File: src/rtl/rmrb_pkg.sv
`default_nettype none
// ----------------------------------------------------------------------------
// rmrb_pkg
// Shared types and constants of the RGB565 to mono raster band encoder.
// ----------------------------------------------------------------------------
package rmrb_pkg;

  localparam int MaxWidth = 1024;
  localparam int QDepth   = 4;
  localparam int QPtrW    = $clog2(QDepth);
  localparam int QCntW    = $clog2(QDepth + 1);

  localparam int PixW   = 16;
  localparam int WidthW = 11;
  localparam int HeightW = 12;
  localparam int BandW  = 8;
  localparam int ColW   = 10;
  localparam int CfgW   = 12;
  localparam int LumaW  = 18;

  localparam logic [WidthW-1:0]  WidthReset  = 11'd384;
  localparam logic [HeightW-1:0] HeightReset = 12'd220;
  localparam logic [BandW-1:0]   BandReset   = 8'd24;

  localparam logic [LumaW-1:0] LumaR = 18'd299;
  localparam logic [LumaW-1:0] LumaG = 18'd587;
  localparam logic [LumaW-1:0] LumaB = 18'd114;
  // luma / 1000 < 128  <=>  weighted sum < 128000
  localparam logic [LumaW-1:0] BlackLimit = 18'd128000;

  localparam logic [7:0] HdrGs   = 8'h1D;
  localparam logic [7:0] HdrV    = 8'h76;
  localparam logic [7:0] HdrMode = 8'h30;
  localparam logic [7:0] HdrZero = 8'h00;
  localparam logic [3:0] HdrLen  = 4'd8;

  typedef enum logic [1:0] {
    REG_IMAGE_WIDTH  = 2'd0,
    REG_IMAGE_HEIGHT = 2'd1,
    REG_BAND_HEIGHT  = 2'd2
  } cfg_reg_e;

  typedef enum logic [2:0] {
    HB_GS    = 3'd0,
    HB_V     = 3'd1,
    HB_MODE  = 3'd2,
    HB_M     = 3'd3,
    HB_XL    = 3'd4,
    HB_XH    = 3'd5,
    HB_YL    = 3'd6,
    HB_YH    = 3'd7
  } hdr_byte_e;

  // One classified request: optional band header, optional data byte.
  typedef struct packed {
    logic       hdr;
    logic [7:0] bpr;
    logic [7:0] rows;
    logic       dat;
    logic [7:0] data;
    logic       band_end;
    logic       image_end;
  } rmrb_entry_t;

endpackage
`default_nettype wire

File: src/rtl/rgb565_to_mono_raster_band.sv
`default_nettype none
// ----------------------------------------------------------------------------
// rgb565_to_mono_raster_band
// RGB565 pixels in, GS v 0 raster band byte stream out.
// ----------------------------------------------------------------------------
// A data byte or first header byte passes through the request queue and the
// output register. Throughput: 1 pixel per cycle while the queue is not full;
// each band adds 8 header bytes on the output side, absorbed by a 4-request
// queue when rows span a full byte; rows of under 8 dots can stall the input
// per band. Output is 1 byte/cycle while out_stall_i is low. Reset: width 384,
// height 220, band 24; position counters, queue and output valid cleared.
module rgb565_to_mono_raster_band import rmrb_pkg::*; (
  input  wire logic            clk_i,
  input  wire logic            rst_ni,
  input  wire logic            cfg_we_i,
  input  wire logic [1:0]      cfg_idx_i,
  input  wire logic [CfgW-1:0] cfg_data_i,
  input  wire logic [PixW-1:0] pixel_i,
  input  wire logic            pixel_valid_i,
  output logic                 pixel_stall_o,
  output logic [7:0]           out_byte_o,
  output logic                 band_end_o,
  output logic                 image_end_o,
  output logic                 out_valid_o,
  input  wire logic            out_stall_i
);

  logic [WidthW-1:0]  image_width_q;
  logic [HeightW-1:0] image_height_q;
  logic [BandW-1:0]   band_height_q;

  logic        push, full, pop, empty;
  rmrb_entry_t wentry, rentry;

  always_ff @(posedge clk_i or negedge rst_ni) begin
    if (!rst_ni) begin
      image_width_q  <= WidthReset;
      image_height_q <= HeightReset;
      band_height_q  <= BandReset;
    end else if (cfg_we_i) begin
      case (cfg_reg_e'(cfg_idx_i))
        REG_IMAGE_WIDTH:  image_width_q  <= cfg_data_i[WidthW-1:0];
        REG_IMAGE_HEIGHT: image_height_q <= cfg_data_i[HeightW-1:0];
        REG_BAND_HEIGHT:  band_height_q  <= cfg_data_i[BandW-1:0];
        default: ;
      endcase
    end
  end

  rmrb_front u_front (
    .clk_i          (clk_i),
    .rst_ni         (rst_ni),
    .pixel_i        (pixel_i),
    .pixel_valid_i  (pixel_valid_i),
    .pixel_stall_o  (pixel_stall_o),
    .image_width_i  (image_width_q),
    .image_height_i (image_height_q),
    .band_height_i  (band_height_q),
    .full_i         (full),
    .push_o         (push),
    .entry_o        (wentry)
  );

  rmrb_fifo u_fifo (
    .clk_i   (clk_i),
    .rst_ni  (rst_ni),
    .push_i  (push),
    .wdata_i (wentry),
    .full_o  (full),
    .pop_i   (pop),
    .empty_o (empty),
    .rdata_o (rentry)
  );

  rmrb_back u_back (
    .clk_i       (clk_i),
    .rst_ni      (rst_ni),
    .empty_i     (empty),
    .entry_i     (rentry),
    .pop_o       (pop),
    .out_byte_o  (out_byte_o),
    .band_end_o  (band_end_o),
    .image_end_o (image_end_o),
    .out_valid_o (out_valid_o),
    .out_stall_i (out_stall_i)
  );

endmodule
`default_nettype wire

File: src/rtl/rmrb_front.sv
`default_nettype none
// ----------------------------------------------------------------------------
// rmrb_front
// Takes pixels, thresholds luma, packs dots and tracks row/band position.
// ----------------------------------------------------------------------------
module rmrb_front import rmrb_pkg::*; (
  input  wire logic               clk_i,
  input  wire logic               rst_ni,
  input  wire logic [PixW-1:0]    pixel_i,
  input  wire logic               pixel_valid_i,
  output logic                    pixel_stall_o,
  input  wire logic [WidthW-1:0]  image_width_i,
  input  wire logic [HeightW-1:0] image_height_i,
  input  wire logic [BandW-1:0]   band_height_i,
  input  wire logic               full_i,
  output logic                    push_o,
  output rmrb_entry_t             entry_o
);

  logic [ColW-1:0]    col_q, col_d;
  logic [BandW-1:0]   row_q, row_d;
  logic [HeightW-1:0] rows_done_q, rows_done_d;
  logic [BandW-1:0]   cbr_q, cbr_d;
  logic [7:0]         pack_q, pack_d;
  logic [2:0]         bits_q, bits_d;

  logic [WidthW-1:0]  w_eff;
  logic [HeightW-1:0] h_eff;
  logic [BandW-1:0]   bh_eff;
  logic               accept, start, black, row_end, emit, be, ie;
  logic [LumaW-1:0]   luma_sum;
  logic [HeightW-1:0] rows_base, remaining, rows_inc;
  logic [BandW-1:0]   cbr_new, cbr_use, row_inc;
  logic [3:0]         nbits;
  logic [7:0]         pb_shift, data_byte;
  logic [2:0]         pad;
  logic [HeightW-1:0] bpr_wide;

  always_comb begin
    if (image_width_i == '0) begin
      w_eff = WidthW'(1);
    end else if (image_width_i > WidthW'(MaxWidth)) begin
      w_eff = WidthW'(MaxWidth);
    end else begin
      w_eff = image_width_i;
    end
  end

  assign h_eff  = (image_height_i == '0) ? HeightW'(1) : image_height_i;
  assign bh_eff = (band_height_i == '0) ? BandW'(1) : band_height_i;

  assign luma_sum = LumaW'({pixel_i[15:11], 3'b000}) * LumaR
                  + LumaW'({pixel_i[10:5], 2'b00}) * LumaG
                  + LumaW'({pixel_i[4:0], 3'b000}) * LumaB;
  assign black = luma_sum < BlackLimit;

  assign pixel_stall_o = full_i;
  assign accept = pixel_valid_i && !full_i;
  assign start  = (row_q == '0) && (col_q == '0);

  assign rows_base = (start && (rows_done_q >= h_eff)) ? '0 : rows_done_q;
  assign remaining = h_eff - rows_base;
  assign cbr_new   = (remaining < {4'b0000, bh_eff}) ? remaining[BandW-1:0] : bh_eff;
  assign cbr_use   = start ? cbr_new : cbr_q;
  assign bpr_wide  = ({1'b0, w_eff} + HeightW'(7)) >> 3;

  assign nbits    = {1'b0, bits_q} + 4'd1;
  assign row_end  = ({1'b0, col_q} + WidthW'(1)) >= w_eff;
  assign emit     = nbits[3] || row_end;
  assign pb_shift = {pack_q[6:0], black};
  assign pad      = 3'(4'd8 - nbits);
  assign data_byte = pb_shift << pad;

  assign rows_inc = rows_base + HeightW'(1);
  assign row_inc  = row_q + BandW'(1);
  assign ie = row_end && ((rows_inc >= h_eff) || (rows_inc == '0));
  assign be = ie || (row_end && ((row_inc >= cbr_use) || (row_inc == '0)));

  always_comb begin
    col_d       = col_q;
    row_d       = row_q;
    rows_done_d = rows_done_q;
    cbr_d       = cbr_q;
    pack_d      = pack_q;
    bits_d      = bits_q;
    if (accept) begin
      cbr_d = cbr_use;
      if (row_end) begin
        col_d       = '0;
        rows_done_d = ie ? '0 : rows_inc;
        row_d       = be ? '0 : row_inc;
      end else begin
        col_d       = col_q + ColW'(1);
        rows_done_d = rows_base;
      end
      pack_d = emit ? '0 : pb_shift;
      bits_d = emit ? '0 : nbits[2:0];
    end
  end

  always_ff @(posedge clk_i or negedge rst_ni) begin
    if (!rst_ni) begin
      col_q       <= '0;
      row_q       <= '0;
      rows_done_q <= '0;
      cbr_q       <= '0;
      pack_q      <= '0;
      bits_q      <= '0;
    end else begin
      col_q       <= col_d;
      row_q       <= row_d;
      rows_done_q <= rows_done_d;
      cbr_q       <= cbr_d;
      pack_q      <= pack_d;
      bits_q      <= bits_d;
    end
  end

  assign push_o            = accept && (start || emit);
  assign entry_o.hdr       = start;
  assign entry_o.bpr       = bpr_wide[7:0];
  assign entry_o.rows      = cbr_new;
  assign entry_o.dat       = emit;
  assign entry_o.data      = data_byte;
  assign entry_o.band_end  = be;
  assign entry_o.image_end = ie;

  // a row always starts on a fresh byte
  a_row_start_empty: assert property (@(posedge clk_i) disable iff (!rst_ni)
    (col_q == '0) |-> (bits_q == '0 && pack_q == '0))
    else $error("pack state not clear at row start");

endmodule
`default_nettype wire

File: src/rtl/rmrb_fifo.sv
`default_nettype none
// ----------------------------------------------------------------------------
// rmrb_fifo
// Short request queue between the pixel front end and the byte emitter.
// ----------------------------------------------------------------------------
module rmrb_fifo import rmrb_pkg::*; (
  input  wire logic        clk_i,
  input  wire logic        rst_ni,
  input  wire logic        push_i,
  input  wire rmrb_entry_t wdata_i,
  output logic             full_o,
  input  wire logic        pop_i,
  output logic             empty_o,
  output rmrb_entry_t      rdata_o
);

  rmrb_entry_t       mem_q [QDepth];
  logic [QPtrW-1:0]  wptr_q, rptr_q;
  logic [QCntW-1:0]  cnt_q;

  assign full_o  = cnt_q == QCntW'(QDepth);
  assign empty_o = cnt_q == '0;
  assign rdata_o = mem_q[rptr_q];

  always_ff @(posedge clk_i) begin
    if (push_i) begin
      mem_q[wptr_q] <= wdata_i;
    end
  end

  always_ff @(posedge clk_i or negedge rst_ni) begin
    if (!rst_ni) begin
      wptr_q <= '0;
      rptr_q <= '0;
      cnt_q  <= '0;
    end else begin
      if (push_i) begin
        wptr_q <= wptr_q + QPtrW'(1);
      end
      if (pop_i) begin
        rptr_q <= rptr_q + QPtrW'(1);
      end
      case ({push_i, pop_i})
        2'b10:   cnt_q <= cnt_q + QCntW'(1);
        2'b01:   cnt_q <= cnt_q - QCntW'(1);
        default: cnt_q <= cnt_q;
      endcase
    end
  end

  a_no_overflow: assert property (@(posedge clk_i) disable iff (!rst_ni)
    full_o |-> !push_i)
    else $error("push into full queue");

  a_no_underflow: assert property (@(posedge clk_i) disable iff (!rst_ni)
    empty_o |-> !pop_i)
    else $error("pop from empty queue");

endmodule
`default_nettype wire

File: src/rtl/rmrb_back.sv
`default_nettype none
// ----------------------------------------------------------------------------
// rmrb_back
// Expands queued requests into header and data bytes into an output register.
// ----------------------------------------------------------------------------
module rmrb_back import rmrb_pkg::*; (
  input  wire logic        clk_i,
  input  wire logic        rst_ni,
  input  wire logic        empty_i,
  input  wire rmrb_entry_t entry_i,
  output logic             pop_o,
  output logic [7:0]       out_byte_o,
  output logic             band_end_o,
  output logic             image_end_o,
  output logic             out_valid_o,
  input  wire logic        out_stall_i
);

  logic [3:0] hcnt_q, hcnt_d;
  logic       vld_q, vld_d;
  logic [7:0] byte_q, byte_d;
  logic       be_q, be_d, ie_q, ie_d;
  logic       load, in_hdr;
  logic [7:0] hdr_byte;

  assign load   = !empty_i && (!vld_q || !out_stall_i);
  assign in_hdr = entry_i.hdr && (hcnt_q != HdrLen);

  always_comb begin
    case (hdr_byte_e'(hcnt_q[2:0]))
      HB_GS:   hdr_byte = HdrGs;
      HB_V:    hdr_byte = HdrV;
      HB_MODE: hdr_byte = HdrMode;
      HB_M:    hdr_byte = HdrZero;
      HB_XL:   hdr_byte = entry_i.bpr;
      HB_XH:   hdr_byte = HdrZero;
      HB_YL:   hdr_byte = entry_i.rows;
      HB_YH:   hdr_byte = HdrZero;
      default: hdr_byte = HdrZero;
    endcase
  end

  always_comb begin
    hcnt_d = hcnt_q;
    vld_d  = vld_q && out_stall_i;
    byte_d = byte_q;
    be_d   = be_q;
    ie_d   = ie_q;
    pop_o  = 1'b0;
    if (load) begin
      vld_d = 1'b1;
      if (in_hdr) begin
        byte_d = hdr_byte;
        be_d   = 1'b0;
        ie_d   = 1'b0;
        if ((hcnt_q == HdrLen - 4'd1) && !entry_i.dat) begin
          pop_o  = 1'b1;
          hcnt_d = '0;
        end else begin
          hcnt_d = hcnt_q + 4'd1;
        end
      end else begin
        byte_d = entry_i.data;
        be_d   = entry_i.band_end;
        ie_d   = entry_i.image_end;
        pop_o  = 1'b1;
        hcnt_d = '0;
      end
    end
  end

  always_ff @(posedge clk_i or negedge rst_ni) begin
    if (!rst_ni) begin
      hcnt_q <= '0;
      vld_q  <= 1'b0;
    end else begin
      hcnt_q <= hcnt_d;
      vld_q  <= vld_d;
    end
  end

  always_ff @(posedge clk_i) begin
    byte_q <= byte_d;
    be_q   <= be_d;
    ie_q   <= ie_d;
  end

  assign out_valid_o = vld_q;
  assign out_byte_o  = byte_q;
  assign band_end_o  = be_q;
  assign image_end_o = ie_q;

  // mid-header position only while the header request is still queued
  a_hdr_held: assert property (@(posedge clk_i) disable iff (!rst_ni)
    (hcnt_q != '0) |-> (!empty_i && entry_i.hdr && hcnt_q <= HdrLen))
    else $error("header position without header request");

  a_image_ends_band: assert property (@(posedge clk_i) disable iff (!rst_ni)
    (vld_q && ie_q) |-> be_q)
    else $error("image end without band end");

endmodule
`default_nettype wire

File: config.mk
export PLATFORM = sky130hd
export DESIGN_NAME = rgb565_to_mono_raster_band
export DESIGN_NICKNAME = d
export VERILOG_FILES = /design/src/rtl/rmrb_pkg.sv /design/src/rtl/rgb565_to_mono_raster_band.sv /design/src/rtl/rmrb_front.sv /design/src/rtl/rmrb_fifo.sv /design/src/rtl/rmrb_back.sv
export SDC_FILE = /design/constraint.sdc
export NUM_CORES = 1
export LEC_CHECK = 0
export ABC_AREA = 1
export BUFFER_PORTS_ARGS = -buffer_cell sky130_fd_sc_hd__buf_2
export CAP_MARGIN = 30
export CELL_PAD_IN_SITES_DETAIL_PLACEMENT = 1
export CELL_PAD_IN_SITES_GLOBAL_PLACEMENT = 2
export CORE_MARGIN = 2
export CORE_UTILIZATION = 30
export CTS_CLUSTER_SIZE = 20
export DETAILED_ROUTE_END_ITERATION = 10
export PLACE_DENSITY = 0.67
export SLEW_MARGIN = 25
export SYNTH_ARGS = -nofsm -noshare
export SYNTH_HDL_FRONTEND = slang
export SYNTH_SLANG_ARGS = --single-unit
File: constraint.sdc
create_clock -name clk_i -period 12.7 [get_ports clk_i]
set_input_delay 1.27 -clock clk_i [delete_from_list [all_inputs] [get_ports clk_i]]
set_output_delay 1.27 -clock clk_i [all_outputs]
set_load 0.05 [all_outputs]
==> flow_summary.yaml <==
run_status:
  status: "finished, final reports clean"
routing:
  post_drt_wl_per_cell_microns: 16.7
  drc: 0
  viasPerCell: 4.69
  drt_pass1_iterations: 4
  first_iter_violations: 518
  vias: 11397
  wl_microns: 40600
  antenna_left: 0
finish:
  multi_input_area_sq_um: 7640
  fill_cells: 5756
  area_growth_pct: 12.6
  nets: 1974
  antenna_cells: 0
  ff_latch_area_sq_um: 5950
  layout-drive-gt1-share_pct: 9.45
critical_path:
  path_class: "reg -> reg"
  crit_slowest_cell: "dfstp_2"
  cp_max_fo: 23
  endpoint_kind: "register"
  cp.arrival_ns: 7.87
  critPathLaunchType: "register"
  critPathMaxStageDelay_ns: 0.54
  critPathLaunch: "image_height_q[4]$_DFFE_PN1P_"
  regToRegStartpoint: "image_height_q[4]$_DFFE_PN1P_"
  crit_required_ns: 13.16
  cpMostUsedCell: "nand2_1"
pwr:
  power_switching_w: 0.00175
  irDropWorstVdd_mv: 0.105
  power_frac_comb_pct: 52.5
  p_int_w: 0.00211
  pwr-share-seq_pct: 27.7
  p_sw_share_pct: 45.3
  p_leak_nw: 7.92
  cellPowerDensity_nw_per_um2: 232
  clkPwrFrac_pct: 19.9
placement:
  gp_congestion: 0.827
  hpwl_microns: 31100
  io_buffers: 46
  place_ws_ns: 5.28
timing:
  finalSetupTns_ns: 0
  setup_viol: 0
  hold_viol: 0
  skew_ns: 0.0148
  worst_pin_slew_ns: 0.903
  max_freq_ghz: 0.135
  min_period_ns: 7.41
  slew_headroom_pct: 39.4
  fin_ws_ns: 5.29
  slew_viol_final: 0
  rsz0062_at_grt: "false"
  fin_crit_sh_pct: 58.3
  whs_ns: 0.482
logic_synthesis:
  synth-main-ff-cell: "edfxtp_1"
  yosysWarnings: 0
  syn_nets: 1937
  syn-cell-area_sq_um: 14800
  ys_seq_area_share_pct: 40.3
  syn_avg_cell_area_sq_um: 8.64
  synth_cells: 1711
  synth_cell_types: 54
  ys_ff_latch: 213
  ys_async_sr_fraction_pct: 42.7
  synth_edf_count: 122
floorplanning:
  dieHeight_microns: 226
  start_util_pct: 30.3
  fp-row-count: 81
  dieWidth_microns: 226
  dieArea_sq_um: 51100
  ios: 47
  core_area_sq_um: 48700
grt:
  grt_start_max_net_pins: 58
  grtUsageTotal_pct: 16.2
  grt_remaining_overflow: 0
  grt_pass1_vias: 11779
  antenna_found_initial: 0
  grt_pass1_wl_microns: 65300
clock_tree:
  postCtsHoldBufs: 0
  clock_sinks: 213
  clk_pin_slew_ns: 0.06
  root_buffer: "clkbuf_16"
  cts_max_path_buffers: 3
  cts_max_level: 1
  post_cts_buffers: 0
  cts_resized: 0
  cts_tree: "done"
  numCtsBuffers: 26
  clk_latency_ns: 0.56
hold_path:
  hp-start: "u_front.cbr_q[7]$_DFFE_PN0P_"
  hold_path.class: "reg -> reg"
flow_run:
  cap_violations: 0
-- kinds of logic (layout without fill, tap and decap cells) --
group | after synthesis | after routing | synth area share [%]
adders and majority gates | 191 | 191 | 17.5
and+or+nand+nor | 647 | 647 | 19.2
AOI/OAI and AO/OA | 281 | 281 | 10.8
buffers and inverters | 313 | 369 | 8.14
DFF | 213 | 213 | 40.3
xor gates and xnor gates | 66 | 66 | 4.06
-- routing by layer --
layer  track usage (%)  part of all wire (%)  wire length, microns  vias to the layer above
met4              3.14                   1.4                   561                        0
met2              27.6                    48                 19300                       87
met1              22.4                    49                 19800                     5505
met5                 0                     0                     0                        -
met3              1.63                   2.2                   885                       37
li1                  -                     -                     -                     5768
-- cells in the final DEF, fill, tap and decap left out, drive strengths merged, types with 2 or more instances in the layout --
| cell type | instances |
|---|---|
| nor3 | 11 |
| ha | 165 |
| nor2 | 137 |
| o21bai | 16 |
| bufinv | 2 |
| a21oi | 67 |
| xor2 | 53 |
| clkinvlp | 2 |
| edfxtp | 122 |
| fa | 26 |
| xnor2 | 13 |
| nand3 | 108 |
| dfstp | 9 |
| o31ai | 5 |
| nor4 | 5 |
| a41oi | 2 |
| a31oi | 6 |
| inv | 260 |
| and2 | 2 |
| dfrtp | 82 |
| clkinv | 9 |
| o21a | 2 |
| buf | 59 |
| a22o | 2 |
| a21o | 7 |
| clkbuf | 37 |
| nand2 | 332 |
| nand4 | 40 |
| a21boi | 5 |
| o211ai | 4 |
| o22ai | 31 |
| o221ai | 2 |
| o21ai | 128 |
| or2 | 10 |
-- worst max-delay path: cells and delay by family (launching register included) --
kind,cells,cell delay [ns]
AOI/OAI and AO/OA,9,1.80
and+or+nand+nor,24,2.79
adders and majority gates,5,1.47
buffers and inverters,5,0.52
DFF,1,0.54
xor gates and xnor gates,1,0.19
-- per-stage QoR --
| stage | cell area [sq um] | std cells | util [%] | total power (W) |
|---|---|---|---|---|
| 2_1_floorplan | 14800 | 1711 | - | 0.00254 |
| 6_report | 16600 | 2431 | 34.2 | 0.00386 |
| 3_5_place_dp | 15700 | 2384 | 32.3 | 0.00315 |
| 4_1_cts | 16600 | 2431 | 34.2 | 0.00394 |
| 5_1_grt | 16600 | 2431 | 34.2 | 0.00425 |
| 3_3_place_gp | 15700 | 2384 | 32.3 | 0.00311 |
-- final timing paths --
kind | to | slack, ns | cells past startpoint
hold / removal | u_front.cbr_q[7]$_DFFE_PN0P_ | 0.48 | 2
min in group asynchronous | u_front.cbr_q[5]$_DFFE_PN0P_ | 0.76 | 1
max in group asynchronous | u_front.row_q[2]$_DFFE_PN0P_ | 10.77 | 2
setup / recovery | u_front.row_q[2]$_DFFE_PN0P_ | 5.29 | 44
setup reg to reg | u_front.row_q[2]$_DFFE_PN0P_ | 5.29 | 44
hold reg to reg | u_front.cbr_q[7]$_DFFE_PN0P_ | 0.48 | 2
-- layout make-up --
| type | count | share of cell area, % |
|---|---|---|
| Clock buffer | 37 | 4.65 |
| Clock inverter | 10 | 0.782 |
| Inverter | 263 | 5.93 |
| Multi-Input combinational cell | 1185 | 45.9 |
| Sequential cell | 213 | 35.8 |
| Tap cell | 664 | 4.99 |
| Timing Repair Buffer | 59 | 1.98 |
-- sequential cells by signal, summed over array words and instances, names as in the netlist --
register,cells
u_back.out_byte_o,8
u_back.band_end_o,1
u_back.hcnt_q,4
u_back.out_valid_o,1
image_width_q,11
image_height_q,12
band_height_q,8
u_front.cbr_q,8
u_front.col_q,10
u_fifo.cnt_q,3
u_front.pack_q,7
u_back.image_end_o,1
u_fifo.rptr_q,2
u_front.row_q,8
u_front.bits_q,3
u_fifo.mem_q,112
u_fifo.wptr_q,2
u_front.rows_done_q,12
-- Yosys cell counts (6+ instances only) --
master / instances / area [sq um]
nand2_1: 327 / 1230
inv_1: 247 / 927
ha_1: 165 / 2060
nor2_1: 135 / 507
edfxtp_1: 122 / 3660
o21ai_0: 122 / 611
nand3_1: 98 / 490
dfrtp_1: 82 / 2050
a21oi_1: 65 / 325
xor2_1: 50 / 438
clkbuf_1: 40 / 150
nand4_1: 37 / 231
o22ai_1: 31 / 194
fa_1: 26 / 521
o21bai_1: 15 / 113
inv_2: 13 / 48.8
xnor2_1: 13 / 114
nand3_2: 10 / 100
or2_2: 10 / 62.6
dfstp_2: 9 / 236
nor3_1: 9 / 45.0
a21o_1: 7 / 52.6
buf_2: 7 / 35.0
a31oi_1: 6 / 37.5
o21ai_1: 6 / 30.0
-- power by group through the flow --
stage | Combinational (W) | Clock (W) | Sequential, W
final | 0.00203 | 0.000767 | 0.00107
after global routing | 0.00235 | 0.000814 | 0.00109
after global placement | 0.00203 | 0 | 0.00108
after CTS | 0.00208 | 0.000789 | 0.00107
after detailed placement | 0.00207 | 0 | 0.00108
after floorplan | 0.00142 | 0 | 0.00111
Power figures use the tool's default switching activity.
